**src/rtl/ppiu_fifo.sv**
```systemverilog
// ppiu_fifo: small synchronous queue of register entries with a fill level
// depends on nothing; used for the command queue and the result queue
`default_nettype none

module ppiu_fifo #(
   parameter type data_type = logic,
   parameter int  DEPTH     = 2
) (
   input  wire logic                         clock,
   input  wire logic                         reset,
   input  wire logic                         push,
   input  wire data_type                     wdata,
   output logic                              full,
   input  wire logic                         pop,
   output data_type                          rdata,
   output logic                              empty,
   output logic [$clog2(DEPTH + 1)-1:0]      level
);

   localparam int AW = (DEPTH > 1) ? $clog2(DEPTH) : 1;
   localparam int CW = $clog2(DEPTH + 1);

   data_type        ent_ff [DEPTH];
   logic [AW-1:0]   wr_ptr_ff, wr_ptr_in;
   logic [AW-1:0]   rd_ptr_ff, rd_ptr_in;
   logic [CW-1:0]   cnt_ff, cnt_in;
   logic            do_push, do_pop;

   assign full    = (cnt_ff == CW'(DEPTH));
   assign empty   = (cnt_ff == '0);
   assign level   = cnt_ff;
   assign rdata   = ent_ff[rd_ptr_ff];
   assign do_push = push && !full;
   assign do_pop  = pop && !empty;

   always_comb begin
      wr_ptr_in = wr_ptr_ff;
      rd_ptr_in = rd_ptr_ff;
      cnt_in    = cnt_ff;
      if (do_push) begin
         wr_ptr_in = (wr_ptr_ff == AW'(DEPTH - 1)) ? '0 : wr_ptr_ff + 1'b1;
      end
      if (do_pop) begin
         rd_ptr_in = (rd_ptr_ff == AW'(DEPTH - 1)) ? '0 : rd_ptr_ff + 1'b1;
      end
      if (do_push && !do_pop) begin
         cnt_in = cnt_ff + 1'b1;
      end else if (do_pop && !do_push) begin
         cnt_in = cnt_ff - 1'b1;
      end
   end

   always_ff @(posedge clock) begin
      if (reset) begin
         wr_ptr_ff <= '0;
         rd_ptr_ff <= '0;
         cnt_ff    <= '0;
      end else begin
         wr_ptr_ff <= wr_ptr_in;
         rd_ptr_ff <= rd_ptr_in;
         cnt_ff    <= cnt_in;
      end
   end

   always_ff @(posedge clock) begin
      if (do_push) begin
         ent_ff[wr_ptr_ff] <= wdata;
      end
   end

endmodule

`default_nettype wire

```
**config.mk**
```make
export PLATFORM = sky130hd
export DESIGN_NAME = ppiu_fifo
export DESIGN_NICKNAME = d
export VERILOG_FILES = /design/src/rtl/ppiu_fifo.sv
export SDC_FILE = /design/constraint.sdc
export NUM_CORES = 1
export LEC_CHECK = 0
export BUFFER_PORTS_ARGS = -buffer_cell sky130_fd_sc_hd__clkbuf_2
export CORE_AREA = 2 2 39 41
export CTS_CLUSTER_DIAMETER = 200
export DETAILED_ROUTE_END_ITERATION = 8
export DIE_AREA = 0 0 41 43
export GPL_ROUTABILITY_DRIVEN = 1
export HOLD_SLACK_MARGIN = 0.08
export SYNTH_ARGS = -nofsm -noshare
export SYNTH_HDL_FRONTEND = slang
export SYNTH_SLANG_ARGS = --single-unit
```
**constraint.sdc**
```tcl
create_clock -name clock -period 2.6 [get_ports clock]
set_clock_uncertainty 0.1 [all_clocks]
set_input_delay 0.39 -clock clock [delete_from_list [all_inputs] [get_ports clock]]
set_output_delay 0.39 -clock clock [all_outputs]
set_load 0.02 [all_outputs]
```
---- Word level (Yosys, flattened, before mapping) ----
Memory sizes are Yosys's and may differ from the RTL's. A register that Yosys moved wholly into a read port is not among the register bits.
Cells that the tools add are included.
word-level totals
  register bits after elaboration ......... 4
  bits in writable memories ............... 2
  input bits .............................. 5
  output and inout port bits .............. 5
  logic and storage cells ................. 27
  memories ................................ 1
memories
  memory  depth  bits a word  rd ports  clocked after memory_dff  wr ports  line  text
  ent_ff  2      1            1         1                         1         23    data_type ent_ff [DEPTH];
operators by class
  add/subtract/negate cells ............... 4
  eq/ne operators ......................... 1
  muxes and demuxes ....................... 8
  reduce and logical (&&, ||, !) cells .... 10
operator list
  cell                 count
  $mux 1               6
  $logic_and 1x1->1    4
  $logic_not 1->1      4
  $mux 2               2
  $add 1x1->1 const B  2
  $add 2x1->2 const B  1
  $eq 2x2->1 const B   1
  $logic_not 2->1      1
  $reduce_bool 2->1    1
  $sub 2x1->2 const B  1

---- Logic depth before layout (Yosys ltp) ----
  word-level depth ........................ 7
  gate-level depth with buffers ........... 6
  depth with buffers taken out ............ 6

---- Worst setup path before layout ----
Ideal clock, no wire load.
  path kind ............................... register to register
  start point ............................. register cnt_ff[1] (netlist: level[1])
  end point ............................... register cnt_ff[1] (netlist: level[1])
  setup time .............................. 0.070 ns
  data arrival time ....................... 1.673 ns
  data required time ...................... 2.430 ns
  setup slack ............................. 0.757 ns
  stages on the path, launching flop included .. 6
  buffers on the path ..................... 0
  period minus slack after synthesis ...... 1.843 ns
  cell sequence ........................... dfxtp_1 -> nor2b_2 -> nor2_1 -> ha_1 -> or3_1 -> a21oi_1
between the ends
  word-level cells in the longest chain between the ends .. 6
  elaborated cells between the ends (all ways) .. 15
  those cells by class .................... 2 x add/sub; 1 x eq/ne; 2 x mux; 10 x reduce/logical
RTL lines
  what                         line  text
  start: declaration           26    logic [CW-1:0] cnt_ff, cnt_in;
  start signal: assignment     61    cnt_ff <= cnt_in;
  $eq 2x2->1 (*)               29    assign full = (cnt_ff == CW'(DEPTH));
  net full                     13    output logic full,
  $logic_not 1->1 (*)          33    assign do_push = push && !full;
  $logic_and 1x1->1 (*)        33
  $logic_not 1->1              48    end else if (do_pop && !do_push) begin
  $logic_and 1x1->1            48
  $reduce_bool 2->1 (no line)  -
Mark *: on every way through the listed nets, which the timed path passes. The rest lies on a longest branch. The select of a mux whose other input is x is not followed.
A chain may end at the register's enable or synchronous reset.

---- Worst setup path after layout ----
  start point ............................. register cnt_ff[1] (netlist: level[1])
  end point ............................... register cnt_ff[1] (netlist: level[1])
between the ends
  word-level cells in the longest chain between the ends .. 6
  elaborated cells between the ends (all ways) .. 15
  those cells by class .................... 2 x add/sub; 1 x eq/ne; 2 x mux; 10 x reduce/logical
RTL lines
  what                                                          line
  $eq 2x2->1 / $logic_not 2->1 (equally long branches)          29, 30
  $logic_not 1->1, on equally long branches                     33, 34
  $logic_and 1x1->1, on equally long branches                   33, 34
  $logic_not 1->1, on equally long branches                     48, 46
  $logic_and 1x1->1, on equally long branches                   48, 46
  $reduce_bool 2->1 (no line) / $mux 2 (equally long branches)  -
Parallel ways exist; a longest one is shown, timed or not. The select of a mux whose other input is x is not followed.

==> metrics.yaml <==
antenna_found_initial: 0
whs_path_depth: 1
wl_per_cell_um: 8.684
dp_hpwl_um: 377.8
clk_pin_slew_ps: 50
ys_ff_latch: 7
rows: 14
crit_chain: "nor2b_2, nor2_1, ha_1, or3_1, a21oi_1"
multi_input_area_um2: 121.4
slowest_delay_ps: 390
worst_r2r_endpoint: "level[1]$_SDFFE_PP0P_"
place_area_um2: 354.1
grt_max_degree: 7
tightest_slew_ps: 296.2
overflow: 0
cts_max_path_buffers: 2
coreArea_mm2: 0.001384
dr_total_vias: 233
rrSetupSlack_ps: 940
utilization: 0.2749
synth.area.top_cells: "dfxtp_1 (35%), edfxtp_1 (21%), xor2_1 (9.1%)"
required_ps: 2680
syn_to_final_growth_pct: 31.60
holdCritStartpoint: "wdata"
routed_wl_um: 495
maxCapViolCount: 0
synth-seq-area-share: 0.5541
slew_headroom: 0.8004
syn_nets: 34
hold_class: "in -> reg"
crit_type: "reg -> reg"
tns_ps: 0
yosysWarnings: 0
layout-drive-gt1-share: 0.3415
outcome: "completed"
worstSetupStartpointType: "flip-flop"
start_util: 0.2089
hold_viol_final: 0
rsz0062_at_grt: "false"
grt_pass1_wl_um: 876
drtIter0Drc: 10
cts_tree: "done"
antenna_cells: 0
postCtsResizedCells: 0
crit_arrival_ps: 1740
syn_inst: 28
finalNetCount: 48
cts_hold_buf: 0
ios: 10
syn_area_um2: 289.0
regArea_um2: 160.2
syn_avg_cell_area_um2: 10.32
min_period_ps: 1657
firstDrtPassIters: 3
holdPathEnd: "ent_ff[0]$_DFFE_PP_"
synth_top_area_cell: "dfxtp_1"
grtUsageTotal: 0.08493
setup_violations: 0
cp_slowest_cell: "dfxtp_1"
drc: 0
synth_cell_types: 12
cts_buffers: 3
postLayoutCellArea_um2: 380.4
die_area_mm2: 0.001763
ant_nets: 0
power_leakage_nw: 0.1762
slew_viol_final: 0
h-tree-depth: 1
root_buffer: "clkbuf_4"
portBuffers: 9
fill_cells: 146
ff2ff_path_depth: 5
grt_pass1_vias: 220
ir_worst_vdd_uv: 602.9
post-route-period-util: 0.6372
die_h_um: 43
power.density_mw_per_mm2: 1205
cts_setup_buffers: 0
max_freq_ghz: 0.6036
vias_per_cell: 4.088
worst_hold_slack_ps: 234.8
total_power_uw: 458.3
gp_congestion: 0.6271
cp_max_fo: 6
clock-sinks: 7
die_w_um: 41
r2r_start: "level[1]$_SDFFE_PP0P_"
insertion_delay_ps: 250
yosysTopAreaCellShare: 0.3463
cp-end-kind: "flip-flop"
## critical path: cells and delay by family (launching register included)
kind,cells,cell delay [ps]
AND/OR/NAND/NOR,3,650
flip-flops,1,390
adder cells (fa/ha/maj),1,310
AO/OA/AOI/OAI,1,140
## power by group
group | switching (mW) | internal (mW)
Combinational | 0.111 | 0.0767
Sequential | 0.0278 | 0.146
Clock | 0.0383 | 0.0584
Total | 0.177 | 0.281
## area by class of cell
cell class	count	area share
sequential	7	0.4211
multi-input combinational	19	0.3191
timing repair buffer	9	0.1184
clock buffer	4	0.06908
tap	16	0.05263
inverter	2	0.01974
## layout by cell type, fill, tap and decap left out, drive strengths merged
| cell | n |
|---|---|
| clkbuf | 13 |
| nor2 | 5 |
| dfxtp | 5 |
| o21ai | 3 |
| xor2 | 3 |
| inv | 2 |
| or3 | 2 |
| a21oi | 2 |
| edfxtp | 2 |
| nor2b | 1 |
| mux2 | 1 |
| and2 | 1 |
| ha | 1 |
## cell families after synthesis
family	count (synthesis)	share of synthesized area
xor gates and xnor gates	3	0.09093
DFF	7	0.5541
adders and majority gates	1	0.04328
and+or+nand+nor	9	0.1602
buffers and inverters	2	0.02598
muxes	1	0.03896
AOI/OAI and AO/OA	5	0.08657
## cells in the mapped netlist
master    number
a21oi_1        2
and2_1         1
dfxtp_1        5
edfxtp_1       2
ha_1           1
inv_1          2
mux2_2         1
nor2_1         5
nor2b_2        1
o21ai_0        3
or3_1          2
xor2_1         3
## metal layers
metal / part of all wire / GRT usage / vias to the layer above
met4: 0.016 / 0.08000 / 0
met1: 0.47 / 0.08882 / 102
met3: 0.095 / 0.07853 / 2
li1: - / - / 120
met2: 0.42 / 0.09375 / 9
met5: 0 / 0 / -
## worst max path at each step
stage / start / slack (ps) / endpoint / depth (start not counted)
finish: level[1]$_SDFFE_PP0P_ / 940 / level[1]$_SDFFE_PP0P_ / 5
global route: level[1]$_SDFFE_PP0P_ / 790 / level[1]$_SDFFE_PP0P_ / 5
floorplan: level[1]$_SDFFE_PP0P_ / 760 / level[1]$_SDFFE_PP0P_ / 5
CTS: level[1]$_SDFFE_PP0P_ / 930 / level[1]$_SDFFE_PP0P_ / 5
global placement: level[1]$_SDFFE_PP0P_ / 980 / level[1]$_SDFFE_PP0P_ / 5
detailed placement: level[1]$_SDFFE_PP0P_ / 950 / level[1]$_SDFFE_PP0P_ / 5
## through the flow
stage,worst slack (ps),instances
2_1_floorplan,757.3,28
3_5_place_dp,948.6,53
4_1_cts,930.7,57
5_1_grt,794.9,57
6_report,943.3,57
3_3_place_gp,977.3,53
Power figures use the tool's default switching activity.
