===== src/rtl/ppiu_pkg.sv =====
// ppiu_pkg: shared types and constants of the packed palette index unpacker
// no dependencies; imported by every module of the block except ppiu_fifo
`default_nettype none

package ppiu_pkg;

   localparam int WORD_BITS  = 64;
   localparam int SLOT_W     = 12;
   localparam int COLOR_W    = 8;
   localparam int POS_W      = 12;
   localparam int BSIZE_W    = 5;
   localparam int PSIZE_W    = 13;
   localparam int CSR_DATA_W = 32;
   localparam int CSR_ADDR_W = 4;

   localparam int CMD_DEPTH = 2;
   localparam int RSP_DEPTH = 4;
   localparam int RSP_CW    = $clog2(RSP_DEPTH + 1);

   // item kinds
   localparam logic FUNC_PAL_WRITE = 1'b0;
   localparam logic FUNC_DATA_WORD = 1'b1;

   // span modes
   localparam logic SPAN_LEGACY  = 1'b0;
   localparam logic SPAN_ALIGNED = 1'b1;

   // register indexes (paddr[3:2])
   localparam logic [1:0] REG_SPAN_MODE    = 2'd0;
   localparam logic [1:0] REG_BIT_SIZE     = 2'd1;
   localparam logic [1:0] REG_PALETTE_SIZE = 2'd2;

   localparam logic               RST_SPAN_MODE    = SPAN_ALIGNED;
   localparam logic [BSIZE_W-1:0] RST_BIT_SIZE     = 5'd4;
   localparam logic [PSIZE_W-1:0] RST_PALETTE_SIZE = 13'd0;

   typedef struct packed {
      logic               span_mode;
      logic [BSIZE_W-1:0] bit_size;
      logic [PSIZE_W-1:0] palette_size;
   } cfg_type;

   typedef struct packed {
      logic                 func;
      logic                 slot_ok;
      logic [SLOT_W-1:0]    slot;
      logic [COLOR_W-1:0]   color;
      logic                 water;
      logic [WORD_BITS-1:0] word;
   } cmd_type;

   typedef struct packed {
      logic [COLOR_W-1:0] block_color;
      logic               block_water;
      logic [POS_W-1:0]   block_position;
      logic               any_block;
      logic               last;
      logic               section_end;
   } rsp_type;

endpackage

`default_nettype wire


===== src/rtl/ppiu_csr.sv =====
// ppiu_csr: configuration registers behind the apb-style port
// depends on ppiu_pkg
`default_nettype none

module ppiu_csr
   import ppiu_pkg::*;
(
   input  wire logic                  clock,
   input  wire logic                  reset,
   input  wire logic                  psel,
   input  wire logic                  penable,
   input  wire logic                  pwrite,
   input  wire logic [CSR_ADDR_W-1:0] paddr,
   input  wire logic [CSR_DATA_W-1:0] pwdata,
   output logic      [CSR_DATA_W-1:0] prdata,
   output logic                       pready,
   output cfg_type                    cfg
);

   logic               span_mode_ff, span_mode_in;
   logic [BSIZE_W-1:0] bit_size_ff, bit_size_in;
   logic [PSIZE_W-1:0] palette_size_ff, palette_size_in;
   logic               wr_en;

   assign pready = 1'b1;
   assign wr_en  = psel && penable && pwrite && pready;

   always_comb begin
      span_mode_in    = span_mode_ff;
      bit_size_in     = bit_size_ff;
      palette_size_in = palette_size_ff;
      if (wr_en) begin
         case (paddr[3:2])
            REG_SPAN_MODE:    span_mode_in    = pwdata[0];
            REG_BIT_SIZE:     bit_size_in     = pwdata[BSIZE_W-1:0];
            REG_PALETTE_SIZE: palette_size_in = pwdata[PSIZE_W-1:0];
            default: ;
         endcase
      end
   end

   always_ff @(posedge clock) begin
      if (reset) begin
         span_mode_ff    <= RST_SPAN_MODE;
         bit_size_ff     <= RST_BIT_SIZE;
         palette_size_ff <= RST_PALETTE_SIZE;
      end else begin
         span_mode_ff    <= span_mode_in;
         bit_size_ff     <= bit_size_in;
         palette_size_ff <= palette_size_in;
      end
   end

   always_comb begin
      case (paddr[3:2])
         REG_SPAN_MODE:    prdata = CSR_DATA_W'(span_mode_ff);
         REG_BIT_SIZE:     prdata = CSR_DATA_W'(bit_size_ff);
         REG_PALETTE_SIZE: prdata = CSR_DATA_W'(palette_size_ff);
         default:          prdata = '0;
      endcase
   end

   assign cfg.span_mode    = span_mode_ff;
   assign cfg.bit_size     = bit_size_ff;
   assign cfg.palette_size = palette_size_ff;

endmodule

`default_nettype wire


===== config.mk =====
export PLATFORM = sky130hd
export DESIGN_NAME = ppiu_csr
export DESIGN_NICKNAME = d
export VERILOG_FILES = /design/src/rtl/ppiu_pkg.sv /design/src/rtl/ppiu_csr.sv
export SDC_FILE = /design/constraint.sdc
export NUM_CORES = 1
export LEC_CHECK = 0
export BUFFER_PORTS_ARGS = -buffer_cell sky130_fd_sc_hd__buf_2
export CAP_MARGIN = 25
export CORE_MARGIN = 2
export CORE_UTILIZATION = 29
export DETAILED_ROUTE_END_ITERATION = 7
export PLACE_DENSITY = 0.65
export SYNTH_ARGS = -nofsm -noshare
export SYNTH_HDL_FRONTEND = slang
export SYNTH_SLANG_ARGS = --single-unit

===== constraint.sdc =====
create_clock -name clock -period 1 [get_ports clock]
set_input_delay 0.2 -clock clock [delete_from_list [all_inputs] [get_ports clock]]
set_output_delay 0.2 -clock clock [all_outputs]
set_load 0.05 [all_outputs]

# Word level (Yosys, flattened, before mapping)

Index checks and enable logic that the tools add are counted.
Widths: inputs -> output; s select.

Flip-flop bits (word level): 19
Output and inout port bits: 52
Logic and storage cells: 12

Equal/unequal tests: 2
Mux-type cells: 1
Reductions and logical operators: 6

Operators with widths:

| cell               | count |
|---|---|
| $pmux 13 s3        | 1 |
| $reduce_and 2->1   | 3 |
| $eq 2x1->1 const B | 1 |
| $eq 2x2->1 const B | 1 |
| $logic_and 1x1->1  | 2 |
| $logic_not 2->1    | 1 |

# Depth between registers and ports, before layout

Depth in word-level cells: 3
Gate-level depth with buffers: 4

# Worst setup path after synthesis

OpenSTA, ideal clock, no wires.

Path type: register to output
From: register palette_size_ff[0]
To: output port prdata[0]
Data arrival time: 1871 ps
Data required time: 800 ps
Slack: -1071 ps
Stages on the path, launching flop included: 3
Path buffers: 0
Cell sequence: dfxtp_1 > mux2i_1 > o21ai_0

Longest elaborated chain between the ends: 1

Ends and longest elaborated chain:

| item                   | RTL line       | source |
|---|---|---|
| from (decl)            | ppiu_csr.sv:22 | `logic [PSIZE_W-1:0] palette_size_ff, palette_size_in;` |
| from (signal assigned) | ppiu_csr.sv:50 | `palette_size_ff <= palette_size_in;` |
| $pmux 13 s3            | ppiu_csr.sv:55 | `case (paddr[3:2])` |
| to (decl)              | ppiu_csr.sv:15 | `output logic [CSR_DATA_W-1:0] prdata,` |

No other way between the ends.

# Final worst setup path

From: register palette_size_ff[4]
To: output port prdata[4]

The elaborated chain is that of the path after synthesis.

==> out/metrics.csv <==
stage,metric,value,unit
outcome,status,finished with violations,
outcome,violations,setup timing,
setup_path,critical_path_arrival,980,ps
global_routing,grt_overflow,0,
detailed_routing,drtIter0Drc,29,
yosys,yosysSeqAreaShare,33.6,%
sta,hold_viol_final,0,
detailed_routing,drtPass1Iterations,2,
final_layout,nNetsFinal,229,
yosys,synth_cell_types,18,
global_routing,antenna_found_initial,0,
min_path,hp-start,pwdata[9],
clock_tree,ctsLongestPathBuffers,2,
global_routing,top_usage_layer,met2,
detailed_routing,wire_per_inst,11.5,µm
yosys,synthCells,121,
floorplanning,dieArea,0.00442,mm²
setup_path,path_class,register to output pin,
min_path,worstHoldPathCells,3,
yosys,synth_warnings,0,
power,p_leak,0.000902,µW
detailed_routing,vias,969,
clock_tree,clkSinkCount,19,
setup_path,cp_slowest_cell,dfxtp_2,
yosys,synth-seq-cells,19,
detailed_routing,antenna_left,0,
sta,rsz0062_at_grt,true,
clock_tree,insertion_delay,250,ps
flow_run,drv_cap,0,
sta,whs,200,ps
sta,maxSlewViolCount,0,
yosys,synth.area.top_cells,"dfxtp_1 (34%), mux2i_1 (18%), nand2b_1 (17%), buf_4 (14%), and2_1 (4.4%)",
power,ir_worst_vdd,0.343,mV
clock_tree,clk_pin_slew,70,ps
global_routing,grt_pass1_wl,4130,µm
setup_path,critPathMaxFanout,3,
detailed_routing,vias_per_cell,4.12,
setup_path,endpoint_kind,output pin,
clock_tree,htreeDepth,1,
floorplanning,std_cell_rows,22,
global_routing,grt_pass1_vias,943,
sta,fmax,0.850,GHz
final_layout,fillers,330,
sta,fin_setup_tns,-1750,ps
floorplanning,io_pins,93,
setup_path,r2r_slack,260,ps
sta,setup_ws,-176,ps
clock_tree,ctsHoldBuffers,0,
placement,dp.cells,226,
final_layout,fin_cells,235,
clock_tree,root_buffer,clkbuf_8,
floorplanning,die_x,66.5,µm
detailed_routing,drc,0,
yosys,yosysTopAreaCell,dfxtp_1,
global_routing,grt_max_degree,35,
placement,hpwlAfterDp,1940,µm
min_path,min_path_type,input port to register,
power,total_power,1780,µW
placement,io_buffers,51,
setup_path,r2r-start,span_mode_ff,
final_layout,utilization,52.5,%
setup_path,cp_data_required_time,800,ps
placement,finalWeightedCongestion,0.690,
setup_path,crit_path_cell_trace,a22o_4 -> buf_6,
global_routing,grtUsageMet3,2.53,%
setup_path,max_stage_delay,340,ps
floorplanning,start_util,30.5,%
final_layout,n_antenna_cell,0,
power,power_density,915,mW/mm²
global_routing,grt_usage,12.3,%
yosys,netlist.area_leader.share,33.6,%
yosys,syn_area_per_cell,9.37,µm²
global_routing,gr-usage-met1,14.0,%
floorplanning,die_h,66.5,µm
final_layout,area_growth,72.0,%
global_routing,met2_usage,22.9,%
yosys,netlist_area,0.00113,mm²
clock_tree,cts_buffers,3,
setup_path,crit_start,palette_size_ff[4],
sta,finalCritPeriodShare,118,%
detailed_routing,drt_wl_total,2710,µm
final_layout,final_layout_size_suffix_gt1_share,59.9,%
sta,skew,0,ps
sta,setup_viol,18,
floorplanning,core,0.00372,mm²
setup_path,cp-start-kind,register,
sta,min_period,1180,ps
clock_tree,cts_tree,built,
setup_path,r2r_cells,3,
## Yosys cell counts
cell      instances
buf_4            21
nand4_2           1
nor2_1            4
and2b_2           1
conb_1            2
nand2b_1         30
dfxtp_1          19
o21ai_0           1
a22o_1            4
and2_1            8
clkbuf_1          4
buf_8             1
nor3b_4           1
nor2b_1           1
nand2_1           1
nand3_2           1
nor3_1            1
mux2i_1          20
## sequential cells by signal, indices dropped and copies added, names as in the netlist
signal / cells
palette_size_ff: 13
span_mode_ff: 1
bit_size_ff: 5
## final timing paths
check,to
min reg2reg,palette_size_ff[6]
max reg2reg,span_mode_ff
max,prdata[4]
min,palette_size_ff[9]
## cells by family (layout without fill, tap and decap cells)
logic type,Yosys count,in the layout,synth area share (%)
AND/OR/NAND/NOR,49,49,28.0
buffers and inverters,26,74,16.6
multiplexers,20,20,17.7
flip-flops,19,19,33.6
AO/OA/AOI/OAI,5,5,3.53
other,2,20,0.662
## report_power, final
| part | total [µW] | switching (µW) | internal [µW] |
|---|---|---|---|
| clock network | 521 | 238 | 283 |
| registers | 773 | 10.3 | 763 |
| logic | 489 | 323 | 166 |
## worst max-delay path: cells and delay by family, from the launching register on
kind	cells	cell delay [ps]
flip-flops	1	340
AO/OA/AOI/OAI	1	240
buffers and inverters	1	150
## cell type report
cell class	instances	area (µm²)	area share, %
Clock buffer	4	45.0	2.31
Multi-Input combinational cell	94	731	37.5
Sequential cell	19	409	21.0
Tap cell	48	60.1	3.08
Timing Repair Buffer	70	704	36.1
## what timing repair did
action	in CTS	in global routing
endpoints found under the setup margin	32	28
setup buffers	2	4
endpoints found under the hold margin	0	0
resized for setup	77	13
pin swaps	3	2
## placed cells by master, fill, tap and decap left out
cell      netlist  routed
nand3_4         0       1
buf_2           0      18
nand2_2         0       1
nand2b_1       30      30
nor3_1          1       1
nor2b_4         0       1
o21ai_4         0       1
and2b_4         0       1
buf_12          0       2
mux2i_1        20      19
and2_4          0       8
dfxtp_2         0      17
mux2i_4         0       1
buf_8           1      16
nor2_1          4       4
nand4_2         1       1
a22o_4          0       4
dfxtp_4         0       2
nor3b_4         1       1
clkbuf_8        0       3
buf_6           0      21
conb_1          2      20
buf_4          21      13
clkbuf_1        4       1
## layer usage
metal / wire length, µm / vias up / part of all wire, %
met5: 0 / - / 0
li1: - / 483 / -
met2: 1380 / 46 / 51
met4: 9 / 0 / 0.33
met3: 169 / 2 / 6.2
met1: 1150 / 438 / 42
## through the flow
stage	cell area (µm²)	setup WS, ps
5_1_grt	1950	-206
2_1_floorplan	1330	-83.3
6_report	1950	-176
3_3_place_gp	1580	-286
3_5_place_dp	1580	-307
4_1_cts	1880	-189
Note: power is estimated with default switching activity, not from simulation.
